--- src/rtl/sjfs_pkg.sv ---
// shared types and constants for the shortest-job-first scheduler
// no dependencies; used by every module in rtl/
package sjfs_pkg;

  localparam int PID_W           = 22;
  localparam int LEN_W           = 20;
  localparam int CNT_OUT_W       = 7;
  localparam int QUEUE_DEPTH_DEF = 64;

  typedef struct packed {
    logic [PID_W-1:0] caller_pid;
    logic [LEN_W-1:0] job_length;
  } req_t;

  typedef struct packed {
    logic                 denied;
    logic                 newly_queued;
    logic                 queue_overflow;
    logic                 cpu_busy;
    logic [PID_W-1:0]     holder_pid;
    logic [CNT_OUT_W-1:0] waiting_count;
  } rsp_t;

  // one waiting-queue entry
  typedef struct packed {
    logic [PID_W-1:0] pid;
    logic [LEN_W-1:0] len;
  } entry_t;

endpackage

--- src/rtl/shortest_job_first_scheduler_top.sv ---
// shortest-job-first cpu scheduler, top level
// depends on sjfs_pkg, sjfs_seq (and through it sjfs_ram)
//
// usage
//   req channel: one cpu request per transfer (caller_pid, job_length),
//     taken at a rising edge with req_valid high and req_stall low
//   rsp channel: one result per request, held in an output register
//     until taken at an edge with rsp_valid high and rsp_stall low
//   requests are handled one at a time; req_stall is high from the edge
//     of acceptance until the result is loaded into the output register
//   a grant or a finish with an empty queue goes straight to the result; a
//     finish that hands the cpu to the queue head first reads the head
//     entry; a denied request first scans the waiting entries for its pid
//     and its insert position, and if it is queued, moves the entries at or
//     after that position up by one slot before the insert
//   the single read port of the queue memory sets the pace: the duplicate
//     scan and the entry move each sweep one entry a cycle
//   a new request is accepted while an older result still waits; that
//     request finishes its work and then holds until the register frees
//   reset (rst, synchronous): cpu idle, queue empty, no pending result;
//     queue memory contents are not cleared and need no clearing pass
module shortest_job_first_scheduler_top #(
  parameter int QUEUE_DEPTH = sjfs_pkg::QUEUE_DEPTH_DEF
) (
  input  logic           clk,
  input  logic           rst,
  input  logic           req_valid,
  output logic           req_stall,
  input  sjfs_pkg::req_t req,
  output logic           rsp_valid,
  input  logic           rsp_stall,
  output sjfs_pkg::rsp_t rsp
);

  // output register is free when empty or being taken this cycle
  logic           slot_free;
  logic           done;
  sjfs_pkg::rsp_t res;

  assign slot_free = !rsp_valid || !rsp_stall;

  sjfs_seq #(.DEPTH(QUEUE_DEPTH)) u_seq (
    .clk       (clk),
    .rst       (rst),
    .req_valid (req_valid),
    .req       (req),
    .req_stall (req_stall),
    .slot_free (slot_free),
    .done      (done),
    .res       (res)
  );

  // result register between the sequencer and the receiver
  always_ff @(posedge clk) begin
    if (rst) begin
      rsp_valid <= 1'b0;
    end else if (done) begin
      rsp_valid <= 1'b1;
    end else if (!rsp_stall) begin
      rsp_valid <= 1'b0;
    end
  end

  // payload only moves on a load, so a stalled result holds
  always_ff @(posedge clk) begin
    if (done) begin
      rsp <= res;
    end
  end

endmodule

--- src/rtl/sjfs_ram.sv ---
// waiting-queue storage: one write port, one read port, registered read data
// depends on sjfs_pkg for the entry type
module sjfs_ram #(
  parameter int DEPTH = sjfs_pkg::QUEUE_DEPTH_DEF
) (
  input  logic                 clk,
  input  logic                 we,
  input  logic [$clog2(DEPTH)-1:0] waddr,
  input  sjfs_pkg::entry_t     wdata,
  input  logic [$clog2(DEPTH)-1:0] raddr,
  output sjfs_pkg::entry_t     rdata
);

  sjfs_pkg::entry_t mem [DEPTH];

  always_ff @(posedge clk) begin
    if (we) begin
      mem[waddr] <= wdata;
    end
    rdata <= mem[raddr];
  end

endmodule

--- src/rtl/sjfs_seq.sv ---
// scheduler sequencer: holder state, circular sorted queue control,
// scan / shift passes over the queue memory; depends on sjfs_pkg, sjfs_ram
module sjfs_seq #(
  parameter int DEPTH = sjfs_pkg::QUEUE_DEPTH_DEF
) (
  input  logic           clk,
  input  logic           rst,
  input  logic           req_valid,
  input  sjfs_pkg::req_t req,
  output logic           req_stall,
  input  logic           slot_free,
  output logic           done,
  output sjfs_pkg::rsp_t res
);

  localparam int AW = $clog2(DEPTH);
  localparam int CW = $clog2(DEPTH + 1);
  localparam logic [CW:0]   DEPTH_S = (CW + 1)'(DEPTH);
  localparam logic [CW-1:0] DEPTH_C = CW'(DEPTH);
  localparam logic [CW-1:0] ONE_C   = CW'(1);

  typedef enum logic [2:0] {
    S_IDLE, S_EVAL, S_SCAN, S_DECIDE, S_SHIFT, S_INSERT, S_POP, S_FIN
  } state_t;

  state_t state;

  logic                      holder_valid;
  logic [sjfs_pkg::PID_W-1:0] holder_id;
  logic [sjfs_pkg::PID_W-1:0] pid;
  logic [sjfs_pkg::LEN_W-1:0] len;
  logic [AW-1:0]             head;
  logic [CW-1:0]             count;
  logic [CW-1:0]             iss;
  logic                      iss_on;
  logic                      rd_pend;
  logic [CW-1:0]             rd_idx;
  logic                      match;
  logic [CW-1:0]             pos;
  logic                      pos_found;
  logic                      denied;
  logic                      queued;
  logic                      overflow;

  logic [CW-1:0]    rd_lidx;
  logic [AW-1:0]    rd_phys;
  logic [CW-1:0]    wr_lidx;
  logic [AW-1:0]    wr_phys;
  logic             we;
  sjfs_pkg::entry_t wdata;
  sjfs_pkg::entry_t rdata;
  logic [CW+sjfs_pkg::CNT_OUT_W-1:0] cnt_ext;

  // logical queue index to memory slot, wrapping once around the ring
  function automatic logic [AW-1:0] phys(input logic [AW-1:0] hd, input logic [CW-1:0] idx);
    logic [CW:0] s;
    s = {{(CW + 1 - AW){1'b0}}, hd} + {1'b0, idx};
    if (s >= DEPTH_S) begin
      s = s - DEPTH_S;
    end
    return s[AW-1:0];
  endfunction

  always_comb begin
    unique case (state)
      S_EVAL:  rd_lidx = '0;
      S_POP:   rd_lidx = ONE_C;
      default: rd_lidx = iss;
    endcase
    rd_phys = phys(head, rd_lidx);

    we      = 1'b0;
    wr_lidx = pos;
    wdata   = '{pid: pid, len: len};
    if (state == S_SHIFT && rd_pend) begin
      we      = 1'b1;
      wr_lidx = rd_idx + ONE_C;
      wdata   = rdata;
    end else if (state == S_INSERT) begin
      we = 1'b1;
    end
    wr_phys = phys(head, wr_lidx);
  end

  sjfs_ram #(.DEPTH(DEPTH)) u_ram (
    .clk   (clk),
    .we    (we),
    .waddr (wr_phys),
    .wdata (wdata),
    .raddr (rd_phys),
    .rdata (rdata)
  );

  always_ff @(posedge clk) begin
    if (rst) begin
      state        <= S_IDLE;
      holder_valid <= 1'b0;
      holder_id    <= '0;
      head         <= '0;
      count        <= '0;
      rd_pend      <= 1'b0;
    end else begin
      unique case (state)
        S_IDLE: begin
          if (req_valid) begin
            pid   <= req.caller_pid;
            len   <= req.job_length;
            state <= S_EVAL;
          end
        end
        S_EVAL: begin
          queued    <= 1'b0;
          overflow  <= 1'b0;
          match     <= 1'b0;
          pos_found <= 1'b0;
          pos       <= count;
          iss       <= '0;
          rd_pend   <= 1'b0;
          if (!holder_valid || holder_id == pid) begin
            denied <= 1'b0;
            if (len == '0 && count == '0) begin
              holder_valid <= 1'b0;
              holder_id    <= '0;
              state        <= S_FIN;
            end else begin
              holder_valid <= 1'b1;
              holder_id    <= pid;
              if (len == '0) begin
                state <= S_POP;   // head slot read issued this cycle
              end else begin
                state <= S_FIN;
              end
            end
          end else begin
            denied <= 1'b1;
            state  <= S_SCAN;
          end
        end
        S_POP: begin
          holder_id <= rdata.pid;
          head      <= rd_phys;
          count     <= count - ONE_C;
          state     <= S_FIN;
        end
        S_SCAN: begin
          rd_pend <= (iss < count);
          if (iss < count) begin
            rd_idx <= iss;
            iss    <= iss + ONE_C;
          end
          if (rd_pend) begin
            if (rdata.pid == pid) begin
              match <= 1'b1;
            end
            if (!pos_found && rdata.len > len) begin
              pos       <= rd_idx;
              pos_found <= 1'b1;
            end
          end
          if (iss >= count && !rd_pend) begin
            state <= S_DECIDE;
          end
        end
        S_DECIDE: begin
          priority if (match) begin
            state <= S_FIN;
          end else if (count == DEPTH_C) begin
            overflow <= 1'b1;
            state    <= S_FIN;
          end else begin
            queued <= 1'b1;
            if (pos_found) begin
              iss     <= count - ONE_C;
              iss_on  <= 1'b1;
              rd_pend <= 1'b0;
              state   <= S_SHIFT;
            end else begin
              state <= S_INSERT;
            end
          end
        end
        S_SHIFT: begin
          // tail-first move of entries at or after pos up by one slot
          if (iss_on) begin
            rd_pend <= 1'b1;
            rd_idx  <= iss;
            if (iss == pos) begin
              iss_on <= 1'b0;
            end else begin
              iss <= iss - ONE_C;
            end
          end else begin
            rd_pend <= 1'b0;
            state   <= S_INSERT;
          end
        end
        S_INSERT: begin
          count <= count + ONE_C;
          state <= S_FIN;
        end
        S_FIN: begin
          if (slot_free) begin
            state <= S_IDLE;
          end
        end
        default: state <= S_IDLE;
      endcase
    end
  end

  assign req_stall = (state != S_IDLE);
  assign done      = (state == S_FIN) && slot_free;
  assign cnt_ext   = {{sjfs_pkg::CNT_OUT_W{1'b0}}, count};

  always_comb begin
    res.denied         = denied;
    res.newly_queued   = queued;
    res.queue_overflow = overflow;
    res.cpu_busy       = holder_valid;
    res.holder_pid     = holder_valid ? holder_id : '0;
    res.waiting_count  = cnt_ext[sjfs_pkg::CNT_OUT_W-1:0];
  end

  a_count_range: assert property (@(posedge clk) disable iff (rst)
    count <= DEPTH_C)
    else $error("queue count beyond depth");

  a_idle_empty: assert property (@(posedge clk) disable iff (rst)
    !holder_valid |-> count == '0)
    else $error("entries waiting while cpu idle");

  a_count_step: assert property (@(posedge clk) disable iff (rst)
    count == $past(count) || count == $past(count) + ONE_C || count + ONE_C == $past(count))
    else $error("queue count moved by more than one");

  a_flags: assert property (@(posedge clk) disable iff (rst)
    done |-> !(res.newly_queued && res.queue_overflow) &&
             (!(res.newly_queued || res.queue_overflow) || res.denied))
    else $error("inconsistent result flags");

  a_back_idle: assert property (@(posedge clk) disable iff (rst)
    done |=> !req_stall)
    else $error("sequencer not idle after result");

endmodule
--- config.mk ---
export PLATFORM = sky130hd
export DESIGN_NAME = shortest_job_first_scheduler_top
export DESIGN_NICKNAME = d
export VERILOG_FILES = /design/src/rtl/sjfs_pkg.sv /design/src/rtl/shortest_job_first_scheduler_top.sv /design/src/rtl/sjfs_ram.sv /design/src/rtl/sjfs_seq.sv
export SDC_FILE = /design/constraint.sdc
export NUM_CORES = 2
export LEC_CHECK = 0
export BUFFER_PORTS_ARGS = -buffer_cell sky130_fd_sc_hd__buf_4
export CAP_MARGIN = 25
export CORE_MARGIN = 2
export CORE_UTILIZATION = 45
export CTS_CLUSTER_SIZE = 25
export DETAILED_ROUTE_END_ITERATION = 8
export GPL_TIMING_DRIVEN = 0
export SKIP_LAST_GASP = 1
export SLEW_MARGIN = 20
export SYNTH_ARGS = -nofsm -noshare
export SYNTH_HDL_FRONTEND = slang
export SYNTH_SLANG_ARGS = --single-unit
--- constraint.sdc ---
create_clock -name clk -period 6.38 [get_ports clk]
set_input_delay 0 -clock clk [delete_from_list [all_inputs] [get_ports clk]]
set_output_delay 0 -clock clk [all_outputs]
set_load 0.005 [all_outputs]
## After elaboration in Yosys (flattened, before gate mapping)

Memory sizes are Yosys's and may differ from the RTL's. A register that Yosys moved wholly into a read port is not among the register bits.
Index checks and enable logic that the tools add are counted.

- Register bits after elaboration: 143
- RAM bits: 2688
- Input port bits: 46
- Output and inout port bits: 35
- Logic and storage cells: 168
- Memories: 1

- Add/sub/neg operators: 9
- $lt $le $gt $ge: 5
- Equal/unequal tests: 27
- Mux-type cells: 64
- Bitwise logic cells: 1
- Reduce and logical (&&, ||, !) cells: 37

Memory list:

| memory | depth | bits a word | rd ports | clocked after Yosys merged registers in | wr ports | RTL line | RTL |
|---|---|---|---|---|---|---|---|
| u_seq.u_ram.mem | 64 | 42 | 1 | 1 | 1 | sjfs_ram.sv:14 | `sjfs_pkg::entry_t mem [DEPTH];` |

Operators with widths:

| kind | count |
|---|---|
| $mux W7 | 11 |
| $pmux W7 S2 | 4 |
| $eq A22 B22 Y1 | 2 |
| $mux W22 | 2 |
| $pmux W22 S2 | 1 |
| $mux W42 | 1 |
| $pmux W7 S4 | 1 |
| $reduce_and A4 Y1 | 7 |
| $mux W1 | 27 |
| $mux W3 | 8 |
| $ne A2 B1 Y1 const B | 11 |
| $add A7 B1 Y7 const B | 3 |
| $pmux W3 S7 | 1 |
| $gt A20 B20 Y1 | 1 |
| $logic_not A20 Y1 | 1 |
| $add A6 B7 Y8 | 2 |
| $ge A8 B7 Y1 const B | 2 |
| $sub A7 B1 Y7 const B | 2 |
| $eq A3 B3 Y1 const B | 4 |
| $mux W6 | 2 |
| $reduce_bool A2 Y1 | 6 |
| $sub A6 B1 Y6 const B | 2 |
| $ne A2 B2 Y1 const B | 5 |
| $pmux W1 S2 | 5 |
| other kinds (20) | 32 |

## Depth between registers and ports, before layout

- Depth in word-level cells: 6
- Depth in mapped cells: 17

## Hierarchy

Synthesis repeated with hierarchy kept, for this count alone.

- Cell total of the unflattened synthesis: 5243
- Area, all modules: 110787.5 sq um

By module, submodules not included:

| module | times used | cells each | area each (sq um) | seq. area each (sq um) |
|---|---|---|---|---|
| sjfs_ram | 1 | 4392 | 102661.0 | 81558.2 |
| sjfs_seq | 1 | 814 | 7103.1 | 2872.8 |
| shortest_job_first_scheduler_top | 1 | 37 | 1023.5 | 1011.0 |

## Worst setup path after synthesis

OpenSTA, ideal clock, no wires.

- Kind: register -> register
- Start point: reg u_seq.rd_pend
- End point: mem u_seq.u_ram.mem[25][0] (netlist bit) (enable)
- Library setup time: 0.493 ns
- Arrival time: 5.812 ns
- Setup slack: 0.075 ns
- Cell stages (with the launch flop): 14
- Path buffers: 4
- Period minus slack after synthesis: 6.305 ns
- Cell sequence: dfxtp_1 nor4bb_1 buf_2 clkbuf_1 buf_1 a21oi_1 ha_1 a21oi_1 nand2_1 a21o_1 a21o_1 xor2_1 clkbuf_1 nor3_1

- Cells in the longest elaborated chain, start to end: 5

RTL lines:

| element | RTL line | RTL |
|---|---|---|
| start: declaration | sjfs_seq.sv:36 | `logic rd_pend;` |
| start signal: assignment | sjfs_seq.sv:146 | `rd_pend <= (iss < count);` |
| $logic_and A1 B1 Y1 (*) | sjfs_seq.sv:75 | `if (state == S_SHIFT && rd_pend) begin` |
| $mux W7 | sjfs_seq.sv:75 |  |
| $add A6 B7 Y8 | sjfs_seq.sv:57 | `s = {{(CW + 1 - AW){1'b0}}, hd} + {1'b0, idx};` |
| $ge A8 B7 Y1 / $sub A6 B1 Y6 (equally long branches) | sjfs_seq.sv:58, sjfs_seq.sv:59 |  |
| $mux W6 | sjfs_seq.sv:58 | `if (s >= DEPTH_S) begin` |
| end: declaration | sjfs_ram.sv:14 |  |

Mark *: on every way between the ends. The rest lies on a longest branch, timed or not.

## Worst setup path after layout

- Start point: reg u_seq.state[0]
- End point: reg, netlist name u_seq.u_ram.rdata[13]

- Cells in the longest elaborated chain, start to end: 5

RTL lines:

| element | RTL line | RTL |
|---|---|---|
| start: declaration | sjfs_seq.sv:26 | `state_t state;` |
| start signal: assignment | sjfs_seq.sv:96 | `state <= S_IDLE;` |
| start signal: assignment | sjfs_seq.sv:108 | `state <= S_EVAL;` |
| start signal: assignment | sjfs_seq.sv:124 | `state <= S_FIN;` |
| $eq A3 B3 Y1 / $eq A3 B1 Y1 (equally long branches) | sjfs_seq.sv:65 | `unique case (state)` |
| $pmux W7 S2 (*) | sjfs_seq.sv:65 |  |
| $add A6 B7 Y8 (*) | sjfs_seq.sv:57 |  |
| $ge A8 B7 Y1 / $sub A6 B1 Y6 (equally long branches) | sjfs_seq.sv:58, sjfs_seq.sv:59 |  |
| $mux W6 (*) | sjfs_seq.sv:58 |  |
| net u_seq.rd_phys[1] | sjfs_seq.sv:46 | `logic [AW-1:0] rd_phys;` |

The timed path passes the listed nets; every way through them passes the cells marked *.
A chain may end at the register's enable or synchronous reset.

==> summary.md <==
| Metric | Value |
|---|---|
| Status | `completed` |
| Pwr dens | `452 nW/um2` |
| CTS tree | `built` |
| PortBufs | `80` |
| Layout cells sized above 1 | `0.304` |
| Synthesized cell area | `113,000 um2` |
| FP Rows | `183` |
| Core ar. | `249,000 um2` |
| Initial Util | `0.453` |
| Post-synth EDFFs | `2,790` |
| Worst Path Max Fanout | `10` |
| Max H-tree Level | `5` |
| Gpl congestion | `0.876` |
| FMAX | `161 MHz` |
| Synth unique cells | `66` |
| 1st-iter DRT viols | `6,358` |
| Crit path kind | `reg2reg` |
| Worst Max-Slew Pin Slew | `1120 ps` |
| Avg Cell Area, Syn | `21.9 um2` |
| FF-to-FF Start | `u_seq.state[0]$_SDFFE_PP0P_` |
| Max_slew headroom | `0.252` |
| Global-route wire length before repair | `417,000 um` |
| I/O Pins | `81` |
| Leading area contributor after synthesis | `edfxtp_1` |
| Count of pins over their slew limit | `0` |
| Hold Crit Depth | `4` |
| Final setup vio count | `0` |
| Hold path start | `rst` |
| Worst Reg-to-Reg Cells | `14` |
| Reg2Reg Capture Point | `u_seq.u_ram.rdata[13]$_DFF_P_` |
| Area Growth Syn to Fin | `18.4%` |
| # DRC | `0` |
| Ranking of synthesized cells by area | `edfxtp_1 74%, mux4_2 13%, mux2i_1 5.6%` |
| CTS Buffer Depth | `4` |
| Data arrival, critical path | `6990 ps` |
| GRT Resource Usage Total | `0.230` |
| Fin nets | `6,211` |
| Tmin final | `6220 ps` |
| Root buf cell | `clkbuf_16` |
| Drt total wl | `293,000 um` |
| Most frequent cells in the layout | `2,790 x edfxtp_1, 672 x mux4_2, 617 x mux2i_1` |
| Fin crit share | `0.974` |
| Total clock sinks | `2,873` |
| GRT overflow | `0` |
| CTS Buf Count | `310` |
| Setup_tns | `0 ps` |
| Vias in the first global route | `57,000` |
| Hold Vio Cnt, Final | `0` |
| # Post-CTS Setup Buffers | `0` |
| Reg clk slew, reported paths | `60 ps` |
| Register-to-register setup slack | `160 ps` |
| Ys Warns | `0` |
| Largest net degree at the start of global routing | `65` |
| Most common cell after layout, fill and taps aside | `edfxtp_1` |
| Antenna violations before repair | `9` |
| Pre-Repair DR Iteration Count | `7` |
| CP Capture Type | `register` |
| Overall Power | `60.2 mW` |
| WHS Endpoint | `u_seq.holder_id[21]$_SDFFE_PP0P_` |
| Yosys reg bits | `2,873` |
| Clk_lat worst skew | `940 ps` |
| Die W | `504 um` |
| Sequential area share after synthesis | `0.759` |
| Worst clock skew | `38.5 ps` |
| Max_cap viols | `0` |
| Die height | `504 um` |
| Vias per Instance | `5.79` |
| WP data required | `7160 ps` |
| RSZ-0062 raised after global routing | `no` |
| Cell leakage power | `44.2 nW` |
| CP startpoint kind | `register` |
| Post-synth ARST share | `0` |
| ANT nets after route | `0` |
| Die Area | `254,000 um2` |
| Routed vias | `56,000` |
| Syn Nets | `5,243` |
| WL/cell | `30.3 um` |
| DPL Wire Length | `207,000 um` |
| Top cell type's share of synthesized area | `0.744` |
| Top FF cell, synth | `edfxtp_1` |
| Peak VDD IR | `0.275 mV` |
| Cell count after synthesis | `5,147` |
| HP Class | `in2reg` |
## where the power goes
group,internal [mW],total [mW],switching (mW),leakage [nW]
sequential,21.7,22.0,0.365,25.8
combinational,8.73,21.1,12.4,13.8
clock,9.93,17.0,7.08,4.62
total,40.3,60.2,19.9,44.2
## through the flow
stage	instances	setup WS (ps)	cell area [um2]	hold WS, ps	utilization
floorplan	5147	74.6	113000	98.9	-
global placement	8557	-5650	117000	180	0.472
detailed placement	9039	-624	123000	179	0.493
CTS	9661	18.4	133000	53.6	0.535
global route	9667	38.9	133000	119	0.536
finish	9670	164	133000	141	0.536
## timing repair
action                                 4_1_cts  5_1_grt
setup endpoints to repair                   30      270
hold buffers                                89        0
endpoints found under the hold margin      152        0
resized for setup                           17       22
## critical path, cell delays in order (launching register included)
cell      delay, ps
dfxtp_1         440
clkbuf_1        420
buf_1           480
nor3b_2         410
o21ai_0         230
ha_1            310
fa_1            520
buf_2           170
clkbuf_2        660
clkbuf_1        800
mux4_2          410
mux2i_1         160
mux2i_1         150
mux2i_1         660
mux2i_1         200
## state kept, by name, summed over array words and instances (netlist names), 3 cells and up
| signal | count |
|---|---|
| u_seq.head | 6 |
| rsp | 33 |
| u_seq.u_ram.rdata | 42 |
| u_seq.len | 20 |
| u_seq.pos | 7 |
| u_seq.iss | 7 |
| u_seq.state | 3 |
| u_seq.holder_id | 22 |
| u_seq.count | 7 |
| u_seq.u_ram.mem | 2688 |
| u_seq.pid | 22 |
| u_seq.rd_idx | 7 |
## how the worst max path moves through the flow
stage | to | depth (start not counted) | start | slack, ps
final | u_seq.u_ram.rdata[13]$_DFF_P_ | 14 | u_seq.state[0]$_SDFFE_PP0P_ | 160
after global routing | u_seq.u_ram.rdata[24]$_DFF_P_ | 15 | u_seq.state[0]$_SDFFE_PP0P_ | 40
after CTS | u_seq.u_ram.rdata[31]$_DFF_P_ | 15 | u_seq.state[0]$_SDFFE_PP0P_ | 20
after detailed placement | u_seq.u_ram.rdata[24]$_DFF_P_ | 15 | u_seq.state[0]$_SDFFE_PP0P_ | -620
after global placement | u_seq.u_ram.mem[30][16]$_DFFE_PP_ | 13 | u_seq.rd_pend$_SDFFE_PP0P_ | -5650
after floorplan | u_seq.u_ram.mem[25][0]$_DFFE_PP_ | 13 | u_seq.rd_pend$_SDFFE_PP0P_ | 70
## layer usage
metal  vias to the layer above  global-route usage  wire length, um
met4                         0              0.0724             8760
met5                         -                   0                0
met1                     29900               0.321           122000
li1                      23400                   -                -
met3                       411              0.0452            21800
met2                      2170               0.366           140000
## area by class of cell
cell class | count | area [um2]
Multi-Input combinational cell | 1971 | 26600
Timing Repair Buffer | 657 | 6190
Clock buffer | 385 | 8290
Sequential cell | 2873 | 85400
Clock inverter | 148 | 1190
Antenna cell | 4 | 10.0
Inverter | 41 | 154
Tap cell | 3330 | 4170
Buffer | 261 | 1240
Fill cell | 19100 | 115000
## synthesized netlist by cell type (6+ instances only)
| library cell | n |
|---|---|
| buf_1 | 18 |
| nand2b_1 | 6 |
| nand3_1 | 14 |
| a21oi_1 | 33 |
| nand4_1 | 15 |
| a211oi_1 | 6 |
| buf_2 | 116 |
| xnor2_1 | 49 |
| o21a_1 | 7 |
| a21o_1 | 16 |
| dfxtp_1 | 83 |
| buf_6 | 8 |
| nor2b_1 | 6 |
| xor2_1 | 31 |
| nand2_1 | 137 |
| and3_1 | 7 |
| o21ai_0 | 43 |
| and2_1 | 44 |
| nor4_1 | 14 |
| clkbuf_1 | 117 |
| edfxtp_1 | 2790 |
| nor2_1 | 38 |
| ha_1 | 47 |
| inv_1 | 37 |
| nor3_1 | 75 |
| mux2i_1 | 627 |
| mux4_2 | 672 |
| a221o_1 | 22 |
## cells by family after synthesis
kind of cell | after synthesis | synth area share
buf+inv | 303 | 0.0120
mux | 1300 | 0.190
xor+xnor | 80 | 0.00623
fa+ha+maj | 50 | 0.00576
simple gates | 378 | 0.0166
flops | 2873 | 0.759
compound gates | 163 | 0.00993
(Power assumes the default switching activity.)
